**src/design/dht_pkg.sv**
```systemverilog
// Package for the double-hashing hash table: sizes, codes, slot entry and
// the structs passed between the hash unit, the slot memory and the top level.
// No dependencies.
package dht_pkg;

  // Table geometry; SlotCount is a power of two
  localparam int SlotCount   = 16;
  localparam int StepPrime   = 7;
  localparam int PayloadBits = 64;

  // Fixed field widths of the channels
  localparam int ActionBits   = 2;
  localparam int KeyBits      = 31;
  localparam int PayFieldBits = 64;
  localparam int StatusBits   = 2;
  localparam int SlotIdxBits  = 4;

  // Derived widths
  localparam int IdxW   = (SlotCount > 1) ? $clog2(SlotCount) : 1;
  localparam int CntW   = $clog2(SlotCount + 1);
  localparam int PrimeW = (StepPrime > 1) ? $clog2(StepPrime) : 1;
  localparam int StepW  = $clog2(StepPrime + 1);

  // Key / StepPrime by reciprocal multiplication, exact for every key
  localparam int RecipShift = KeyBits + PrimeW;
  localparam logic [KeyBits:0] RecipMul =
      (KeyBits + 1)'(((64'd1 << RecipShift) + 64'(StepPrime) - 64'd1) / 64'(StepPrime));
  localparam int ProdW = 2 * KeyBits + 1;
  localparam int QuotW = ProdW - RecipShift;

  // Action codes
  localparam logic [ActionBits-1:0] ActInsert = 2'd0;
  localparam logic [ActionBits-1:0] ActSearch = 2'd1;
  localparam logic [ActionBits-1:0] ActDelete = 2'd2;

  // Status codes
  localparam logic [StatusBits-1:0] StOk   = 2'd0;
  localparam logic [StatusBits-1:0] StMiss = 2'd1;
  localparam logic [StatusBits-1:0] StFull = 2'd2;

  typedef enum logic [1:0] {
    TagEmpty = 2'd0,
    TagUsed  = 2'd1,
    TagGone  = 2'd2
  } tag_e;

  typedef struct packed {
    tag_e                   tag;
    logic [KeyBits-1:0]     key;
    logic [PayloadBits-1:0] payload;
  } slot_entry_t;

  typedef struct packed {
    logic              wr_en;
    logic [IdxW-1:0]   wr_addr;
    slot_entry_t       wr_data;
    logic [IdxW-1:0]   rd_addr;
  } mem_req_t;

  typedef struct packed {
    logic            done;
    logic [IdxW-1:0] base;
    logic [IdxW-1:0] stride;
  } hash_res_t;

endpackage

```
**src/design/dht_req_if.sv**
```systemverilog
// Request channel of the hash table: valid/ready plus action, key, payload.
// Depends on dht_pkg.
interface dht_req_if;
  import dht_pkg::*;

  logic                    valid;
  logic                    ready;
  logic [ActionBits-1:0]   action;
  logic [KeyBits-1:0]      key;
  logic [PayFieldBits-1:0] payload;

  modport source (output valid, action, key, payload, input ready);
  modport sink   (input valid, action, key, payload, output ready);
endinterface

```
**src/design/dht_rsp_if.sv**
```systemverilog
// Response channel of the hash table: valid/ready plus status, slot index
// and found payload. Depends on dht_pkg.
interface dht_rsp_if;
  import dht_pkg::*;

  logic                    valid;
  logic                    ready;
  logic [StatusBits-1:0]   status;
  logic [SlotIdxBits-1:0]  slot_index;
  logic [PayFieldBits-1:0] found_payload;

  modport source (output valid, status, slot_index, found_payload, input ready);
  modport sink   (input valid, status, slot_index, found_payload, output ready);
endinterface

```
**src/design/dht_hash.sv**
```systemverilog
// Hash unit: forms key mod SlotCount and the probe stride
// (StepPrime - key mod StepPrime) mod SlotCount by a
// reciprocal multiply. Depends on dht_pkg.
module dht_hash (
  input  logic                       clk_i,
  input  logic                       rst_ni,
  input  logic                       start_i,
  input  logic [dht_pkg::KeyBits-1:0] key_i,
  output dht_pkg::hash_res_t         res_o
);
  import dht_pkg::*;

  typedef enum logic [1:0] {
    PhIdle,
    PhMul,
    PhStep
  } phase_e;

  phase_e             phase_q;
  logic [KeyBits-1:0] key_q;
  logic [QuotW-1:0]   quot_q;
  logic [IdxW-1:0]    base_q;
  logic [IdxW-1:0]    stride_q;
  logic               done_q;

  logic [ProdW-1:0]   prod;
  logic [KeyBits-1:0] quot_mul;
  logic [KeyBits-1:0] rem_full;
  logic [StepW-1:0]   step_full;
  logic [IdxW-1:0]    base_d;
  logic [IdxW-1:0]    stride_d;

  // Quotient by reciprocal, then remainder and stride
  always_comb begin
    prod      = ProdW'(key_q) * ProdW'(RecipMul);
    quot_mul  = KeyBits'(quot_q) * KeyBits'(StepPrime);
    rem_full  = key_q - quot_mul;
    step_full = StepW'(StepPrime) - StepW'(rem_full[PrimeW-1:0]);
    base_d    = IdxW'(key_q % KeyBits'(SlotCount));
    stride_d  = IdxW'(int'(step_full) % SlotCount);
  end

  // Capture the key, then the quotient and base, then the stride
  always_ff @(posedge clk_i or negedge rst_ni) begin
    if (!rst_ni) begin
      phase_q  <= PhIdle;
      key_q    <= '0;
      quot_q   <= '0;
      base_q   <= '0;
      stride_q <= '0;
      done_q   <= 1'b0;
    end else begin
      done_q <= (phase_q == PhStep);
      case (phase_q)
        PhIdle: begin
          if (start_i) begin
            key_q   <= key_i;
            phase_q <= PhMul;
          end
        end
        PhMul: begin
          quot_q  <= prod[ProdW-1:RecipShift];
          base_q  <= base_d;
          phase_q <= PhStep;
        end
        PhStep: begin
          stride_q <= stride_d;
          phase_q  <= PhIdle;
        end
        default: phase_q <= PhIdle;
      endcase
    end
  end

  assign res_o.done   = done_q;
  assign res_o.base   = base_q;
  assign res_o.stride = stride_q;

endmodule

```
**src/design/dht_slot_mem.sv**
```systemverilog
// Slot store: one synchronous memory of tag, key and payload with a
// registered read, plus per-slot valid bits so unwritten slots read empty.
// Depends on dht_pkg.
module dht_slot_mem (
  input  logic                  clk_i,
  input  logic                  rst_ni,
  input  dht_pkg::mem_req_t     req_i,
  output dht_pkg::slot_entry_t  rsp_o
);
  import dht_pkg::*;

  slot_entry_t          mem_q [SlotCount];
  logic [SlotCount-1:0] vld_q;
  slot_entry_t          rd_data_q;
  logic                 rd_vld_q;

  // Write port and registered read port
  always_ff @(posedge clk_i) begin
    if (req_i.wr_en) begin
      mem_q[req_i.wr_addr] <= req_i.wr_data;
    end
    rd_data_q <= mem_q[req_i.rd_addr];
  end

  // Mark written slots; reset leaves every slot empty
  always_ff @(posedge clk_i or negedge rst_ni) begin
    if (!rst_ni) begin
      vld_q    <= '0;
      rd_vld_q <= 1'b0;
    end else begin
      if (req_i.wr_en) begin
        vld_q[req_i.wr_addr] <= 1'b1;
      end
      rd_vld_q <= vld_q[req_i.rd_addr];
    end
  end

  // Never-written slot reads as empty
  always_comb begin
    rsp_o = rd_data_q;
    if (!rd_vld_q) begin
      rsp_o.tag = TagEmpty;
    end
  end

endmodule

```
**src/design/double_hash_table.sv**
```systemverilog
// Double-hashing open-addressing hash table, one transaction at a time.
// A request passes the hash unit, the first slot read, one probe step per slot
// read and the output register; action 3 goes straight to the output register.
// The next request is taken the cycle after the result is registered.
// Reset clears all slots to empty at once; no clearing pass is needed.
module double_hash_table (
  input  logic        clk_i,
  input  logic        rst_ni,
  dht_req_if.sink     req_i,
  dht_rsp_if.source   rsp_o
);
  import dht_pkg::*;

  typedef enum logic [2:0] {
    SIdle,
    SHash,
    SProbe,
    SDone
  } state_e;

  state_e                  state_q;
  logic [ActionBits-1:0]   act_q;
  logic [KeyBits-1:0]      key_q;
  logic [PayloadBits-1:0]  pay_q;
  logic [IdxW-1:0]         slot_q;
  logic [CntW-1:0]         cnt_q;
  logic [StatusBits-1:0]   st_q;
  logic [IdxW-1:0]         idx_q;
  logic [PayloadBits-1:0]  fpay_q;
  logic                    out_vld_q;
  logic [StatusBits-1:0]   out_st_q;
  logic [SlotIdxBits-1:0]  out_idx_q;
  logic [PayFieldBits-1:0] out_pay_q;

  hash_res_t   hres;
  mem_req_t    mreq;
  slot_entry_t mrsp;

  logic            accept;
  logic            op_valid;
  logic [IdxW:0]   slot_sum;
  logic [IdxW-1:0] slot_nx;
  logic            used;
  logic            empty;
  logic            hit;
  logic            last;
  logic            finish;
  logic [StatusBits-1:0] fin_st;
  logic [PayloadBits-1:0] fin_pay;

  assign req_i.ready = (state_q == SIdle);
  assign accept      = req_i.valid && req_i.ready;
  assign op_valid    = (req_i.action == ActInsert) || (req_i.action == ActSearch) ||
                       (req_i.action == ActDelete);

  dht_hash u_hash (
    .clk_i   (clk_i),
    .rst_ni  (rst_ni),
    .start_i (accept && op_valid),
    .key_i   (req_i.key),
    .res_o   (hres)
  );

  dht_slot_mem u_mem (
    .clk_i  (clk_i),
    .rst_ni (rst_ni),
    .req_i  (mreq),
    .rsp_o  (mrsp)
  );

  // Next probe slot: add stride, wrap once
  always_comb begin
    slot_sum = {1'b0, slot_q} + {1'b0, hres.stride};
    if (slot_sum >= (IdxW + 1)'(SlotCount)) begin
      slot_sum = slot_sum - (IdxW + 1)'(SlotCount);
    end
    slot_nx = slot_sum[IdxW-1:0];
  end

  // Decode the slot just read and decide the probe outcome
  always_comb begin
    used    = (mrsp.tag == TagUsed);
    empty   = (mrsp.tag == TagEmpty);
    hit     = used && (mrsp.key == key_q);
    last    = (cnt_q == CntW'(SlotCount - 1));
    finish  = 1'b0;
    fin_st  = StMiss;
    fin_pay = '0;
    mreq.wr_en   = 1'b0;
    mreq.wr_addr = slot_q;
    mreq.wr_data = '{tag: TagUsed, key: key_q, payload: pay_q};
    mreq.rd_addr = (state_q == SHash) ? hres.base : slot_nx;
    if (state_q == SProbe) begin
      if (act_q == ActInsert) begin
        if (!used) begin
          finish     = 1'b1;
          fin_st     = StOk;
          mreq.wr_en = 1'b1;
        end else if (last) begin
          finish = 1'b1;
          fin_st = StFull;
        end
      end else begin
        if (hit) begin
          finish = 1'b1;
          fin_st = StOk;
          if (act_q == ActSearch) begin
            fin_pay = mrsp.payload;
          end else begin
            // Tombstone: keep the key, clear the payload
            mreq.wr_en   = 1'b1;
            mreq.wr_data = '{tag: TagGone, key: mrsp.key, payload: '0};
          end
        end else if (empty || last) begin
          finish = 1'b1;
          fin_st = StMiss;
        end
      end
    end
  end

  // Control sequence, result holding and output register
  always_ff @(posedge clk_i or negedge rst_ni) begin
    if (!rst_ni) begin
      state_q   <= SIdle;
      act_q     <= '0;
      key_q     <= '0;
      pay_q     <= '0;
      slot_q    <= '0;
      cnt_q     <= '0;
      st_q      <= StMiss;
      idx_q     <= '0;
      fpay_q    <= '0;
      out_vld_q <= 1'b0;
      out_st_q  <= StMiss;
      out_idx_q <= '0;
      out_pay_q <= '0;
    end else begin
      // Drop the result once taken, unless a new one loads this cycle
      if (out_vld_q && rsp_o.ready && (state_q != SDone)) begin
        out_vld_q <= 1'b0;
      end
      case (state_q)
        SIdle: begin
          if (accept) begin
            act_q <= req_i.action;
            key_q <= req_i.key;
            pay_q <= req_i.payload[PayloadBits-1:0];
            if (op_valid) begin
              state_q <= SHash;
            end else begin
              st_q    <= StMiss;
              idx_q   <= '0;
              fpay_q  <= '0;
              state_q <= SDone;
            end
          end
        end
        SHash: begin
          // First read goes out with the base slot
          if (hres.done) begin
            slot_q  <= hres.base;
            cnt_q   <= '0;
            state_q <= SProbe;
          end
        end
        SProbe: begin
          if (finish) begin
            st_q    <= fin_st;
            idx_q   <= (fin_st == StOk) ? slot_q : '0;
            fpay_q  <= fin_pay;
            state_q <= SDone;
          end else begin
            slot_q <= slot_nx;
            cnt_q  <= cnt_q + 1'b1;
          end
        end
        SDone: begin
          // Hold until the output register is free
          if (!out_vld_q || rsp_o.ready) begin
            out_vld_q <= 1'b1;
            out_st_q  <= st_q;
            out_idx_q <= SlotIdxBits'(idx_q);
            out_pay_q <= PayFieldBits'(fpay_q);
            state_q   <= SIdle;
          end
        end
        default: state_q <= SIdle;
      endcase
    end
  end

  assign rsp_o.valid         = out_vld_q;
  assign rsp_o.status        = out_st_q;
  assign rsp_o.slot_index    = out_idx_q;
  assign rsp_o.found_payload = out_pay_q;

endmodule

```
**src/flat_wrapper.sv**
```systemverilog
// flat-port wrapper written by rule: the top's interface ports become plain ports
module double_hash_table_flat import dht_pkg::*;
  (clk_i, rst_ni, req_i_valid, req_i_action, req_i_key, req_i_payload, req_i_ready, rsp_o_valid, rsp_o_status, rsp_o_slot_index, rsp_o_found_payload, rsp_o_ready);
  dht_req_if req_i_i ();
  dht_rsp_if rsp_o_i ();
  input  logic clk_i;
  input  logic rst_ni;
  input wire logic [$bits(req_i_i.valid)-1:0] req_i_valid;
  input wire logic [$bits(req_i_i.action)-1:0] req_i_action;
  input wire logic [$bits(req_i_i.key)-1:0] req_i_key;
  input wire logic [$bits(req_i_i.payload)-1:0] req_i_payload;
  output wire logic [$bits(req_i_i.ready)-1:0] req_i_ready;
  output wire logic [$bits(rsp_o_i.valid)-1:0] rsp_o_valid;
  output wire logic [$bits(rsp_o_i.status)-1:0] rsp_o_status;
  output wire logic [$bits(rsp_o_i.slot_index)-1:0] rsp_o_slot_index;
  output wire logic [$bits(rsp_o_i.found_payload)-1:0] rsp_o_found_payload;
  input wire logic [$bits(rsp_o_i.ready)-1:0] rsp_o_ready;
  assign req_i_i.valid = req_i_valid;
  assign req_i_i.action = req_i_action;
  assign req_i_i.key = req_i_key;
  assign req_i_i.payload = req_i_payload;
  assign req_i_ready = req_i_i.ready;
  assign rsp_o_valid = rsp_o_i.valid;
  assign rsp_o_status = rsp_o_i.status;
  assign rsp_o_slot_index = rsp_o_i.slot_index;
  assign rsp_o_found_payload = rsp_o_i.found_payload;
  assign rsp_o_i.ready = rsp_o_ready;
  double_hash_table u_core (.clk_i(clk_i), .rst_ni(rst_ni), .req_i(req_i_i), .rsp_o(rsp_o_i));
endmodule
```
**config.mk**
```make
export PLATFORM = sky130hd
export DESIGN_NAME = double_hash_table_flat
export DESIGN_NICKNAME = d
export VERILOG_FILES = /design/src/design/dht_pkg.sv /design/src/design/dht_req_if.sv /design/src/design/dht_rsp_if.sv /design/src/design/dht_hash.sv /design/src/design/dht_slot_mem.sv /design/src/design/double_hash_table.sv /design/src/flat_wrapper.sv
export SDC_FILE = /design/constraint.sdc
export NUM_CORES = 2
export LEC_CHECK = 0
export BUFFER_PORTS_ARGS = -buffer_cell sky130_fd_sc_hd__buf_4
export CORE_UTILIZATION = 40
export DETAILED_ROUTE_END_ITERATION = 10
export GPL_TIMING_DRIVEN = 0
export PLACE_DENSITY_LB_ADDON = 0.3
export SLEW_MARGIN = 10
export SYNTH_ARGS = -nofsm -noshare
export SYNTH_HDL_FRONTEND = slang
export SYNTH_HIERARCHICAL = 1
export SYNTH_SLANG_ARGS = --single-unit
```
**constraint.sdc**
```tcl
create_clock -name clk_i -period 13.3 [get_ports clk_i]
set_clock_uncertainty 0.05 [all_clocks]
set_input_delay 0.665 -clock clk_i [delete_from_list [all_inputs] [get_ports clk_i]]
set_output_delay 0.665 -clock clk_i [all_outputs]
set_load 0.02 [all_outputs]
```
==> flow_metrics.env <==
export IMPL_grt_max_degree=97
export IMPL_dpl_cell_area_um2=86750
export IMPL_synth_edf_count=1552
export IMPL_die_y_um=449.4
export IMPL_wirelength_um=196300
export IMPL_cp_common_cell="buf_4"
export IMPL_cts_path_max_buffers=3
export IMPL_yosys_cell_types_count=73
export IMPL_hold_violations=0
export IMPL_grt_pass1_vias=41940
export IMPL_grt_setup_unrepaired="false"
export IMPL_tightest_slew_ns=1.297
export IMPL_synth_warnings=6
export IMPL_fin_crit_ns=6.993
export IMPL_stdcell_count=7536
export IMPL_p_leak_nw=29.61
export IMPL_critical_path_slowest_cell="nor2_1"
export IMPL_dieArea_um2=202000
export IMPL_worstPathArrival_ns=7.46
export IMPL_synth_area_leaders="edfxtp_1, mux4_2, dfrtp_1, fa_1, ha_1"
export IMPL_syn_to_final_growth_pct=16.94
export IMPL_fmax_mhz=143.0
export IMPL_cts_sinks=1959
export IMPL_path_class="flop to flop"
export IMPL_netlist_area_leader_share_pct=58.20
export IMPL_reg2reg_depth=15
export IMPL_grt_use_total_pct=19.50
export IMPL_drt_initial_drc_count=3508
export IMPL_vias=40470
export IMPL_start_util_pct=40.44
export IMPL_whs_endpoint="u_core/pay_q[1]"
export IMPL_path_buf_inv=7
export IMPL_cts_buffers=187
export IMPL_status="finished, final reports clean"
export IMPL_wl_per_cell_um=26.04
export IMPL_clk_latency_ns=0.82
export IMPL_ys_flop_type="edfxtp_1"
export IMPL_layout_commonest_cell="edfxtp_1"
export IMPL_cts_hold_buffers=61
export IMPL_crit_path_end_kind="flop"
export IMPL_yosysTopAreaCell="edfxtp_1"
export IMPL_overflow=0
export IMPL_synth_seq_cells=1959
export IMPL_worstPathCellList="xnor2_1 > nand4_1 > nor2_1 > nand4_1 > nor2_1 > inv_1 > clkbuf_2 > o31ai_1 > or3b_2 > nor3_2 > buf_4 > buf_6 > buf_4 > buf_4 > buf_4"
export IMPL_synthCells=4183
export IMPL_setup_violations_final=0
export IMPL_maxCapViolations=0
export IMPL_finalCritPeriodShare_pct=52.58
export IMPL_num_rows=163
export IMPL_grt_pass1_wl_um=287700
export IMPL_viasPerCell=5.370
export IMPL_fin_ws_ns=6.307
export IMPL_drive_gt1_share_pct=28.03
export IMPL_hold_path_cell_count=2
export IMPL_placedCellCount=7121
export IMPL_cts_root_buf="clkbuf_16"
export IMPL_yosysSeqAreaShare_pct=70.32
export IMPL_ff_latch_area_um2=56310
export IMPL_nets=5169
export IMPL_ant_nets=0
export IMPL_ir_drop_uv=149.5
export IMPL_hold_path_startpoint="req_i_payload[1]"
export IMPL_slowest_delay_ns=0.92
export IMPL_drt_pass1_iter_count=5
export IMPL_slew_headroom_pct=13.50
export IMPL_worstReg2RegEnd="u_core/u_mem/mem_q[0][44]"
export IMPL_place_hpwl_um=133700
export IMPL_worstPathMaxFanout=25
export IMPL_start_kind="flop"
export IMPL_critPathRequiredTime_ns=13.76
export IMPL_critPathTopFamily="simple AND/OR/NAND/NOR gates"
export IMPL_drc=0
export IMPL_finish_instance_area_um2=93640
export IMPL_syn_avg_cell_area_um2=19.14
export IMPL_antenna_found_initial=11
export IMPL_core_area_um2=198000
export IMPL_ios=173
export IMPL_hold_path_class="input pin to flop"
export IMPL_slew_violations=0
export IMPL_place_ws_ns=6.291
export IMPL_synth_nets=4621
export IMPL_netlist_area_um2=80080
export IMPL_cts_setup_buffers=0
export IMPL_io_buffers=172
export IMPL_worstReg2RegStart="u_core/key_q[3]"
export IMPL_nFillCells=16390
export IMPL_clk_transition_reported_paths_ns=0.06
export IMPL_powerDensity_nw_per_um2=128.4
export IMPL_cts_resized=0
export IMPL_multiInputGateArea_um2=21260
export IMPL_tritoncts="done"
export IMPL_r2r_slack_ns=6.31
export IMPL_async_reset_ff_share_pct=15.82
export IMPL_final_cell_mix="edfxtp_1, mux4_2, buf_4"
export IMPL_gp_congestion=0.7960
export IMPL_h_tree_depth=4
export IMPL_die_w_um=449.4
cell families after synthesis:
group | count (synthesis) | synth area share (%)
flip-flops | 1959 | 70.32
multiplexers | 580 | 13.67
buffers and inverters | 543 | 3.280
AO/OA/AOI/OAI | 360 | 3.378
AND/OR/NAND/NOR | 351 | 2.208
adder cells (fa/ha/maj) | 337 | 6.578
XOR/XNOR | 52 | 0.5687
other | 1 | 0.004683
flip-flops by register name (all words and copies together), names as in the netlist, 2 cells and up:
| name | flops |
|---|---|
| u_core/u_hash/quot_q | 3 |
| u_core/u_hash/stride_q | 3 |
| u_core/rsp_o.found_payload | 64 |
| u_core/u_hash/base_q | 4 |
| u_core/fpay_q | 64 |
| u_core/rsp_o.status | 2 |
| u_core/u_hash/phase_q | 2 |
| u_core/act_q | 2 |
| u_core/u_mem/vld_q | 16 |
| u_core/pay_q | 64 |
| u_core/state_q | 2 |
| u_core/idx_q | 4 |
| u_core/rsp_o.slot_index | 4 |
| u_core/st_q | 2 |
| u_core/u_mem/rsp_o | 95 |
| u_core/u_mem/mem_q | 1552 |
| u_core/key_q | 31 |
| u_core/slot_q | 4 |
| u_core/cnt_q | 5 |
| u_core/u_hash/key_q | 31 |
| u_core/u_mem/rd_data_q | 2 |
metrics by stage:
stage	power (mW)	util [%]	setup TNS [ns]	hold WS, ns
2_1_floorplan	6.659	-	0	0.3194
4_1_cts	12.12	47.28	0	0.0001778
3_3_place_gp	6.713	42.76	-4542.89	0.3958
5_1_grt	12.35	47.28	0	0.02254
6_report	12.02	47.29	0	0.04934
3_5_place_dp	6.716	43.81	0	0.3999
per-layer routing:
metal	routed length [um]	track usage, %	vias to the layer above
met5	0	0	-
met2	100500	33.69	1229
met1	80970	25.74	21700
li1	-	-	17310
met3	10420	2.814	232
met4	4358	5.167	0
power by group:
group / internal (mW) / switching [mW] / total, mW / leakage (nW)
registers: 6.53 / 0 / 6.53 / 15.8
clock network: 3.16 / 2.26 / 5.42 / 3.08
logic: 0.0340 / 0.0376 / 0.0716 / 10.7
total: 9.72 / 2.30 / 12.0 / 29.6
worst reg2reg max path, delay by kind of cell, from the launching register on:
family          cells  cell delay (ns)
simple gates        6             3.41
buf+inv             7             1.90
xor+xnor            1             0.54
flops               1             0.46
compound gates      1             0.33
area by class of cell:
type | count | area share, %
repair buffers | 359 | 4.125
inverters | 233 | 0.9340
well taps | 2640 | 3.527
clock inverters | 89 | 0.9781
plain buffers | 310 | 1.875
flip-flops and latches | 1959 | 60.13
diodes | 1 | 0.002672
clock buffers | 264 | 5.728
multi-input cells | 1681 | 22.70
Yosys cell counts (2+ instances only):
cell and count:
fa_1 140, buf_2 35, dfrtp_1 308, nor2_1 32
a21o_1 6, and4_1 4, o22ai_1 2, o221ai_1 5
edfxtp_1 1552, xnor2_1 47, dfstp_2 2, and2_1 68
and3_1 5, a221oi_1 2, a211oi_1 3, a22o_1 68
a211o_1 2, o21ai_1 2, nand3_1 13, nor2b_1 4
xor2_1 5, a31oi_1 8, clkbuf_1 100, o21a_1 4
buf_6 15, a32oi_1 2, nor3_1 12, mux4_2 392
or2_2 21, buf_1 45, nand2b_1 7, dfxtp_1 97
nand4_1 19, a21oi_1 15, o31ai_1 2, a22oi_1 197
buf_4 115, ha_1 197, nand2_1 151, nand3b_1 3
mux2_2 187, o21ai_0 25, inv_1 232, o211ai_1 3
worst max path at each step:
stage                          startpoint                   endpoint  slack (ns)  cells after the start
global route              u_core/key_q[3]  u_core/u_mem/mem_q[0][44]        6.17                     15
finish                    u_core/key_q[3]  u_core/u_mem/mem_q[0][44]        6.31                     15
global placement          u_core/key_q[3]      u_core/u_mem/vld_q[0]       -8.04                     11
detailed placement        u_core/key_q[3]  u_core/u_mem/mem_q[0][41]        6.29                     15
CTS                       u_core/key_q[3]  u_core/u_mem/mem_q[0][44]        6.27                     15
floorplan           u_core/u_mem/rd_vld_q      u_core/u_mem/vld_q[0]        3.26                     12
(Power assumes the default switching activity.)
